File: src/rtl/rcm_pkg.sv
// Shared types and constants for the RC channel scale and thrust mix unit.
package rcm_pkg;

  // Configuration register indexes
  localparam logic [2:0] REG_SERVO1_MIN = 3'd0;
  localparam logic [2:0] REG_SERVO1_MAX = 3'd1;
  localparam logic [2:0] REG_SERVO2_MIN = 3'd2;
  localparam logic [2:0] REG_SERVO2_MAX = 3'd3;
  localparam logic [2:0] REG_THRUST_MIN = 3'd4;
  localparam logic [2:0] REG_THRUST_MAX = 3'd5;
  localparam logic [2:0] REG_STEER_MIN  = 3'd6;
  localparam logic [2:0] REG_STEER_MAX  = 3'd7;

  // Register reset values
  localparam logic [11:0] RST_SERVO1_MIN = 12'd1000;
  localparam logic [11:0] RST_SERVO1_MAX = 12'd2000;
  localparam logic [11:0] RST_SERVO2_MIN = 12'd1100;
  localparam logic [11:0] RST_SERVO2_MAX = 12'd1900;
  localparam logic [11:0] RST_THRUST_MIN = 12'd800;
  localparam logic [11:0] RST_THRUST_MAX = 12'd2100;
  localparam logic [11:0] RST_STEER_MIN  = 12'd910;
  localparam logic [11:0] RST_STEER_MAX  = 12'd2200;

  // Cycles from an accepted frame to its result strobe
  localparam int PIPE_LAT = 16;

  typedef struct packed {
    logic [11:0] servo1_pulse;
    logic [11:0] servo2_pulse;
    logic [11:0] thrust_pulse;
    logic [11:0] steer_pulse;
  } frame_t;

  typedef struct packed {
    logic [10:0]       servo1_cmd;
    logic [10:0]       servo2_cmd;
    logic [7:0]        thrust_left;
    logic [7:0]        thrust_right;
    logic signed [7:0] steer_level;
  } result_t;

endpackage

File: src/rtl/rcm_div_pipe.sv
// Pipelined restoring divider, one quotient bit per register stage.
module rcm_div_pipe #(
  parameter int N_W = 23,
  parameter int D_W = 14,
  parameter int Q_W = 10,
  parameter int T_W = 1
) (
  input  logic           clk,
  input  logic           rst,
  input  logic           in_valid,
  input  logic [N_W-1:0] num,
  input  logic [D_W-1:0] den,
  input  logic [T_W-1:0] in_tag,
  output logic           out_valid,
  output logic [Q_W-1:0] quot,
  output logic [T_W-1:0] out_tag
);

  localparam int CW = (N_W > D_W + Q_W) ? N_W : D_W + Q_W;

  logic [CW-1:0]  rem   [Q_W+1];
  logic [D_W-1:0] dsr   [Q_W+1];
  logic [Q_W-1:0] qacc  [Q_W+1];
  logic [T_W-1:0] tag   [Q_W+1];
  logic           vld   [Q_W+1];

  assign rem[0]  = CW'(num);
  assign dsr[0]  = den;
  assign qacc[0] = '0;
  assign tag[0]  = in_tag;
  assign vld[0]  = in_valid;

  for (genvar k = 0; k < Q_W; k++) begin : g_stage
    localparam int B = Q_W - 1 - k;
    logic [CW-1:0] sh;
    logic          fit;

    // test one quotient bit against the shifted divisor
    assign sh  = CW'(dsr[k]) << B;
    assign fit = rem[k] >= sh;

    always_ff @(posedge clk) begin
      if (rst) begin
        vld[k+1] <= 1'b0;
      end else begin
        vld[k+1] <= vld[k];
      end
    end

    always_ff @(posedge clk) begin
      rem[k+1]  <= fit ? rem[k] - sh : rem[k];
      qacc[k+1] <= fit ? (qacc[k] | (Q_W'(1) << B)) : qacc[k];
      dsr[k+1]  <= dsr[k];
      tag[k+1]  <= tag[k];
    end
  end

  assign out_valid = vld[Q_W];
  assign quot      = qacc[Q_W];
  assign out_tag   = tag[Q_W];

endmodule

File: src/rtl/rc_channel_scale_and_thrust_mix_unit.sv
// Top level of the RC channel scale and thrust mix unit.
// A frame is taken whenever start is high (busy is always low), one frame per
// clock, and its result appears on result with done high for one cycle; the
// receiver cannot stall, so every result must be captured in its strobe cycle.
// The pipeline is the ten-stage restoring dividers (one quotient bit per stage)
// plus input, clamp, scale and three mix stages. The user must write the
// configuration registers via cfg_we/cfg_index/cfg_data only while no frame is
// in flight; the block does not enforce it. No clearing pass runs after reset.
module rc_channel_scale_and_thrust_mix_unit #(
  parameter int DEADBAND = 10
) (
  input  logic            clk,
  input  logic            rst,
  input  logic            start,
  output logic            busy,
  input  rcm_pkg::frame_t frame,
  output logic            done,
  output rcm_pkg::result_t result,
  input  logic            cfg_we,
  input  logic [2:0]      cfg_index,
  input  logic [11:0]     cfg_data
);

  localparam int N_W = 23;
  localparam int D_W = 14;
  localparam int Q_W = 10;
  localparam int MD  = 100 - DEADBAND;
  localparam int RK  = 24;
  localparam logic [24:0] RECIP = 25'(((64'd1 << RK) + 64'(MD) - 64'd1) / 64'(MD));
  localparam logic signed [8:0] DB_S = 9'(DEADBAND);

  typedef struct packed {
    logic [12:0] off;
    logic [12:0] rng;
  } span_t;

  // Clamp a pulse into its effective bounds; give offset and range
  function automatic span_t clamp_span(input logic [11:0] p, input logic [11:0] lo,
                                       input logic [11:0] hi);
    logic signed [13:0] mn;
    logic signed [13:0] mx;
    logic signed [13:0] v;
    span_t sp;
    mx = $signed({2'b00, hi});
    mn = (lo >= hi) ? mx - 14'sd1 : $signed({2'b00, lo});
    v  = $signed({2'b00, p});
    if (v < mn) v = mn;
    if (v > mx) v = mx;
    sp.off = 13'(v - mn);
    sp.rng = 13'(mx - mn);
    return sp;
  endfunction

  assign busy = 1'b0;

  // Configuration registers
  logic [11:0] servo1_min, servo1_max, servo2_min, servo2_max;
  logic [11:0] thrust_min, thrust_max, steer_min, steer_max;

  always_ff @(posedge clk) begin
    if (rst) begin
      servo1_min <= rcm_pkg::RST_SERVO1_MIN;
      servo1_max <= rcm_pkg::RST_SERVO1_MAX;
      servo2_min <= rcm_pkg::RST_SERVO2_MIN;
      servo2_max <= rcm_pkg::RST_SERVO2_MAX;
      thrust_min <= rcm_pkg::RST_THRUST_MIN;
      thrust_max <= rcm_pkg::RST_THRUST_MAX;
      steer_min  <= rcm_pkg::RST_STEER_MIN;
      steer_max  <= rcm_pkg::RST_STEER_MAX;
    end else if (cfg_we) begin
      case (cfg_index)
        rcm_pkg::REG_SERVO1_MIN: servo1_min <= cfg_data;
        rcm_pkg::REG_SERVO1_MAX: servo1_max <= cfg_data;
        rcm_pkg::REG_SERVO2_MIN: servo2_min <= cfg_data;
        rcm_pkg::REG_SERVO2_MAX: servo2_max <= cfg_data;
        rcm_pkg::REG_THRUST_MIN: thrust_min <= cfg_data;
        rcm_pkg::REG_THRUST_MAX: thrust_max <= cfg_data;
        rcm_pkg::REG_STEER_MIN:  steer_min  <= cfg_data;
        rcm_pkg::REG_STEER_MAX:  steer_max  <= cfg_data;
        default: ;
      endcase
    end
  end

  // Valid chain outside the dividers
  logic v0, va, vb, vm1, vm2, vm3;
  logic dv1;

  always_ff @(posedge clk) begin
    if (rst) begin
      v0  <= 1'b0;
      va  <= 1'b0;
      vb  <= 1'b0;
      vm1 <= 1'b0;
      vm2 <= 1'b0;
      vm3 <= 1'b0;
    end else begin
      v0  <= start & ~busy;
      va  <= v0;
      vb  <= va;
      vm1 <= dv1;
      vm2 <= vm1;
      vm3 <= vm2;
    end
  end

  // Capture the frame on transfer
  rcm_pkg::frame_t fr0;
  always_ff @(posedge clk) begin
    fr0 <= frame;
  end

  // Clamp each channel and find its offset and range
  span_t a1, a2, a3, a4;
  logic [12:0] a4_abs;
  logic        a4_neg;
  span_t s4c;
  logic signed [14:0] s4_diff;

  assign s4c     = clamp_span(fr0.steer_pulse, steer_min, steer_max);
  assign s4_diff = $signed({1'b0, s4c.off, 1'b0}) - $signed({2'b00, s4c.rng});

  always_ff @(posedge clk) begin
    a1     <= clamp_span(fr0.servo1_pulse, servo1_min, servo1_max);
    a2     <= clamp_span(fr0.servo2_pulse, servo2_min, servo2_max);
    a3     <= clamp_span(fr0.thrust_pulse, thrust_min, thrust_max);
    a4     <= s4c;
    a4_neg <= s4_diff < 15'sd0;
    a4_abs <= (s4_diff < 15'sd0) ? 13'(-s4_diff) : 13'(s4_diff);
  end

  // Form dividends and divisors
  logic [N_W-1:0] n1, n2, n3, n4;
  logic [D_W-1:0] d1, d2, d3, d4;
  logic           b_neg;

  always_ff @(posedge clk) begin
    n1    <= N_W'(a1.off) * N_W'(1000);
    n2    <= N_W'(a2.off) * N_W'(1000);
    n3    <= N_W'(a3.off) * N_W'(255);
    n4    <= N_W'(a4_abs) * N_W'(200) + N_W'(a4.rng);
    d1    <= D_W'(a1.rng);
    d2    <= D_W'(a2.rng);
    d3    <= D_W'(a3.rng);
    d4    <= {a4.rng, 1'b0};
    b_neg <= a4_neg;
  end

  // Divide the four channels in parallel pipelines; lanes run in lockstep,
  // so the first lane's valid stands for all of them
  logic [Q_W-1:0] q1, q2, q3, q4;
  logic           q4_neg;

  rcm_div_pipe #(.N_W(N_W), .D_W(D_W), .Q_W(Q_W), .T_W(1)) u_div1 (
    .clk(clk), .rst(rst), .in_valid(vb), .num(n1), .den(d1), .in_tag(1'b0),
    .out_valid(dv1), .quot(q1), .out_tag()
  );
  rcm_div_pipe #(.N_W(N_W), .D_W(D_W), .Q_W(Q_W), .T_W(1)) u_div2 (
    .clk(clk), .rst(rst), .in_valid(vb), .num(n2), .den(d2), .in_tag(1'b0),
    .out_valid(), .quot(q2), .out_tag()
  );
  rcm_div_pipe #(.N_W(N_W), .D_W(D_W), .Q_W(Q_W), .T_W(1)) u_div3 (
    .clk(clk), .rst(rst), .in_valid(vb), .num(n3), .den(d3), .in_tag(1'b0),
    .out_valid(), .quot(q3), .out_tag()
  );
  rcm_div_pipe #(.N_W(N_W), .D_W(D_W), .Q_W(Q_W), .T_W(1)) u_div4 (
    .clk(clk), .rst(rst), .in_valid(vb), .num(n4), .den(d4), .in_tag(b_neg),
    .out_valid(), .quot(q4), .out_tag(q4_neg)
  );

  // Mix stage 1: steer level, mode and thrust product
  logic signed [7:0] st_c;
  logic signed [8:0] st_w;
  logic              lo_side_c, in_band_c;
  logic [7:0]        k_c;

  assign st_c      = q4_neg ? -$signed({1'b0, q4[6:0]}) : $signed({1'b0, q4[6:0]});
  assign st_w      = 9'(st_c);
  assign in_band_c = (st_w < DB_S) && (st_w >= -DB_S);
  assign lo_side_c = st_w < -DB_S;
  assign k_c       = lo_side_c ? 8'(9'sd100 + st_w) : 8'(9'sd100 - st_w);

  logic [10:0]       m1_s1, m1_s2, m2_s1, m2_s2;
  logic [7:0]        m1_t, m2_t;
  logic signed [7:0] m1_st, m2_st;
  logic              m1_band, m1_lo, m2_band, m2_lo;
  logic [15:0]       m1_prod;
  logic [40:0]       m2_prod;

  always_ff @(posedge clk) begin
    m1_s1   <= 11'(q1) + 11'd1000;
    m1_s2   <= 11'(q2) + 11'd1000;
    m1_t    <= q3[7:0];
    m1_st   <= st_c;
    m1_band <= in_band_c;
    m1_lo   <= lo_side_c;
    m1_prod <= 16'(q3[7:0]) * 16'(k_c);
  end

  // Mix stage 2: divide the product by the constant through its reciprocal
  always_ff @(posedge clk) begin
    m2_s1   <= m1_s1;
    m2_s2   <= m1_s2;
    m2_t    <= m1_t;
    m2_st   <= m1_st;
    m2_band <= m1_band;
    m2_lo   <= m1_lo;
    m2_prod <= 41'(m1_prod) * 41'(RECIP);
  end

  // Mix stage 3: pick the scaled motor and register the result
  logic [7:0] scaled;
  assign scaled = m2_prod[RK+7:RK];

  always_ff @(posedge clk) begin
    result.servo1_cmd   <= m2_s1;
    result.servo2_cmd   <= m2_s2;
    result.steer_level  <= m2_st;
    result.thrust_left  <= (!m2_band && m2_lo) ? scaled : m2_t;
    result.thrust_right <= (!m2_band && !m2_lo) ? scaled : m2_t;
  end

  assign done = vm3;

endmodule

File: config.mk
export PLATFORM = sky130hd
export DESIGN_NAME = rc_channel_scale_and_thrust_mix_unit
export DESIGN_NICKNAME = d
export VERILOG_FILES = /design/src/rtl/rcm_pkg.sv /design/src/rtl/rcm_div_pipe.sv /design/src/rtl/rc_channel_scale_and_thrust_mix_unit.sv
export SDC_FILE = /design/constraint.sdc
export NUM_CORES = 2
export LEC_CHECK = 0
export ABC_AREA = 1
export BUFFER_PORTS_ARGS = -buffer_cell sky130_fd_sc_hd__buf_4
export CAP_MARGIN = 20
export CORE_ASPECT_RATIO = 1.2
export CORE_MARGIN = 3
export CORE_UTILIZATION = 50
export DETAILED_ROUTE_END_ITERATION = 10
export HOLD_SLACK_MARGIN = 0.15
export PLACE_DENSITY_LB_ADDON = 0.12
export SYNTH_ARGS = -nofsm -noshare
export SYNTH_HDL_FRONTEND = slang
export SYNTH_SLANG_ARGS = --single-unit
File: constraint.sdc
create_clock -name clk -period 9.2 [get_ports clk]
set_clock_uncertainty 0.15 [all_clocks]
set_input_delay 0.92 -clock clk [delete_from_list [all_inputs] [get_ports clk]]
set_output_delay 0.92 -clock clk [all_outputs]
set_load 0.05 [all_outputs]
==> reports/metrics.yaml <==
endpoint_kind: "register"
clock.fmax_ghz: 0.117
fin_tns_setup_ns: 0
initial_utilization: 0.504
register_area_um2: 39800
cp_common_cell: "sky130_fd_sc_hd__o21ai_0"
drt_wl_total_um: 220000
cts.sink_count: 1988
avgViaCountPerCell: 5.03
floorplan.rows: 180
postSynthRegisterBits: 1988
finalWeightedCongestion: 0.914
max_stage_delay_ns: 0.57
die_w_um: 417
insertion_delay_ns: 0.86
dp_cells: 14700
first_global_vias: 77500
critical_path_class: "register to register"
hold_path_class: "register to register"
drc: 0
fraction_of_final_layout_cells_with_drive_strength_greater_than_1: 0.0514
fin_crit_ns: 8.52
slew_violations: 0
setup_viol_count_final: 0
synth_area_leader_cell: "sky130_fd_sc_hd__dfxtp_1"
count_of_placed_standard_cells_in_the_final_layout_fillers_left_out: 15100
post_synth_instance_area_um2: 101000
final.period_utilization: 0.926
initialDrtViolationCount: 3652
cp_max_fo: 25
portBuffers: 113
post_cts_buffers: 0
h-tree-depth: 4
ys_top_cells_by_area: "sky130_fd_sc_hd__dfxtp_1, sky130_fd_sc_hd__ha_1, sky130_fd_sc_hd__nand2_1"
synth_warnings: 0
worst_path_max_delay_cell: "sky130_fd_sc_hd__ha_2"
pre_cts_slack_ns: 0.223
grt_antenna_before_repair: 1
fillerInstances: 18200
multiInputGateArea_um2: 54300
fp.dieH_um: 499
sum_of_net_half_perimeters_after_detailed_placement_um: 178000
dominantRegCellSynth: "sky130_fd_sc_hd__dfxtp_1"
maxSlewHeadroom: 0.244
gr-usage-all-layers: 0.210
detail_route.first_pass.iterations: 6
timing.critical_path.required_ns: 9.77
ys_async_sr_fraction: 0
die_area_um2: 208000
hold-worst-slack_ns: 0.151
worst_pin_slew_ns: 1.13
detailroute.via_count: 76100
drv.max_cap_violation_count: 0
detail_route.wl_per_cell_um: 14.6
ioPinCount: 115
status: "finished, final reports clean"
path_clk_slew_ns: 0.06
synthCells: 12000
tritoncts: "yes"
ys_types: 74
global_route.overflow_total: 0
worst_slack_ns: 0.684
fp.coreArea_um2: 201000
syn_to_final_growth_pct: 11.6
grt_max_degree: 93
yosys.area.top_type_share: 0.392
arrival_ns: 9.09
synthesis.nets: 13500
ys_seq_area_frac: 0.392
cts_inserted_buffers: 195
synth-edff-count: 0
route.antenna.remaining_nets: 0
crit_path_start_kind: "register"
global_route_wire_length_before_repair_um: 368000
cts-root-to-sink-buffers: 3
timing.final.hold_violations: 0
final_cell_mix: "sky130_fd_sc_hd__dfxtp_1, sky130_fd_sc_hd__nand2_1, sky130_fd_sc_hd__inv_1"
root_buffer: "sky130_fd_sc_hd__clkbuf_16"
post_synth.cell_area_avg_um2: 8.46
finish.net_count: 13800
final_common_cell: "sky130_fd_sc_hd__dfxtp_1"
-- cell usage after synthesis, drive strengths merged (3+ instances only) --
cell type     n
o211ai       53
or2          50
o221ai        3
o22ai         7
nor2        865
a41oi         4
o21ai       946
and3          7
nor3b        10
a21oi       884
a31oi        49
o311ai        4
dfxtp      1988
inv        1806
nor3        140
buf          48
nand2      1967
a211oi       24
nand3b       27
o31ai        21
a22oi         3
xnor2       320
nand4       124
o21a         18
ha         1127
and2         11
a2111oi       5
fa          311
a21o         41
clkbuf      101
o2111ai      28
nand3       377
o21bai       38
o41ai         3
or3           4
nor4         73
xor2        447
clkinv        7
or4           3
nor4b         3
a21boi       39
-- final cells by class --
class                   count  share of cell area
well taps                2639              0.0292
diodes                      1           0.0000221
repair buffers            262              0.0188
multi-input cells        8049               0.479
clock inverters           113              0.0139
flip-flops and latches   1988               0.351
clock buffers             249              0.0473
inverters                1813              0.0601
-- sequential cells by signal, summed over array words and instances, names as in the netlist, 94 cells and up --
| name | count |
|---|---|
| u_div1.dsr | 117 |
| u_div1.rem | 192 |
| u_div2.dsr | 117 |
| u_div2.rem | 192 |
| u_div3.dsr | 117 |
| u_div3.rem | 215 |
| u_div4.dsr | 94 |
| u_div4.rem | 213 |
-- logic make-up after synthesis --
family / share of synthesized area
xor gates and xnor gates: 0.0666
AOI/OAI and AO/OA: 0.117
adders and majority gates: 0.200
DFF: 0.392
and+or+nand+nor: 0.151
buffers and inverters: 0.0733
muxes: 0.0000987
other: 0.0000370
-- routing by layer --
| layer | track usage | part of all wire |
|---|---|---|
| met5 | 0 | 0 |
| met4 | 0.0778 | 0.036 |
| met3 | 0.0262 | 0.029 |
| met2 | 0.385 | 0.49 |
| met1 | 0.250 | 0.44 |
-- repair_timing --
| item | 4_1_cts | 5_1_grt |
|---|---|---|
| endpoints found under the setup margin | 0 | 18 |
| hold endpoints to repair | 49 | 0 |
| gates resized for setup | 0 | 15 |
| hold buffers | 49 | 0 |
-- worst max-delay path, delay by kind of cell, from the launching register on --
kind | cells | cell delay [ns]
flops | 1 | 0.39
simple gates | 10 | 1.79
fa+ha+maj | 7 | 2.60
buf+inv | 3 | 0.49
compound gates | 16 | 2.82
xor+xnor | 1 | 0.14
-- path summary, 6_finish.rpt --
path                         from         endpoint  slack, ns  depth (start not counted)
setup reg to reg    servo2_max[7]           a2[25]       0.68                         37
hold / removal    u_div1.qacc[78]  u_div1.qacc[68]       0.15                          0
hold reg to reg   u_div1.qacc[78]  u_div1.qacc[68]       0.15                          0
setup / recovery    servo2_max[7]           a2[25]       0.68                         37
-- per-stage QoR --
stage,utilization,area [um2]
2_1_floorplan,-,101000
3_3_place_gp,0.526,106000
3_5_place_dp,0.526,106000
4_1_cts,0.563,113000
5_1_grt,0.563,113000
6_report,0.563,113000
Power is not shown: default switching activity piles up to over one toggle a cycle in this logic, so the estimate is an artifact.
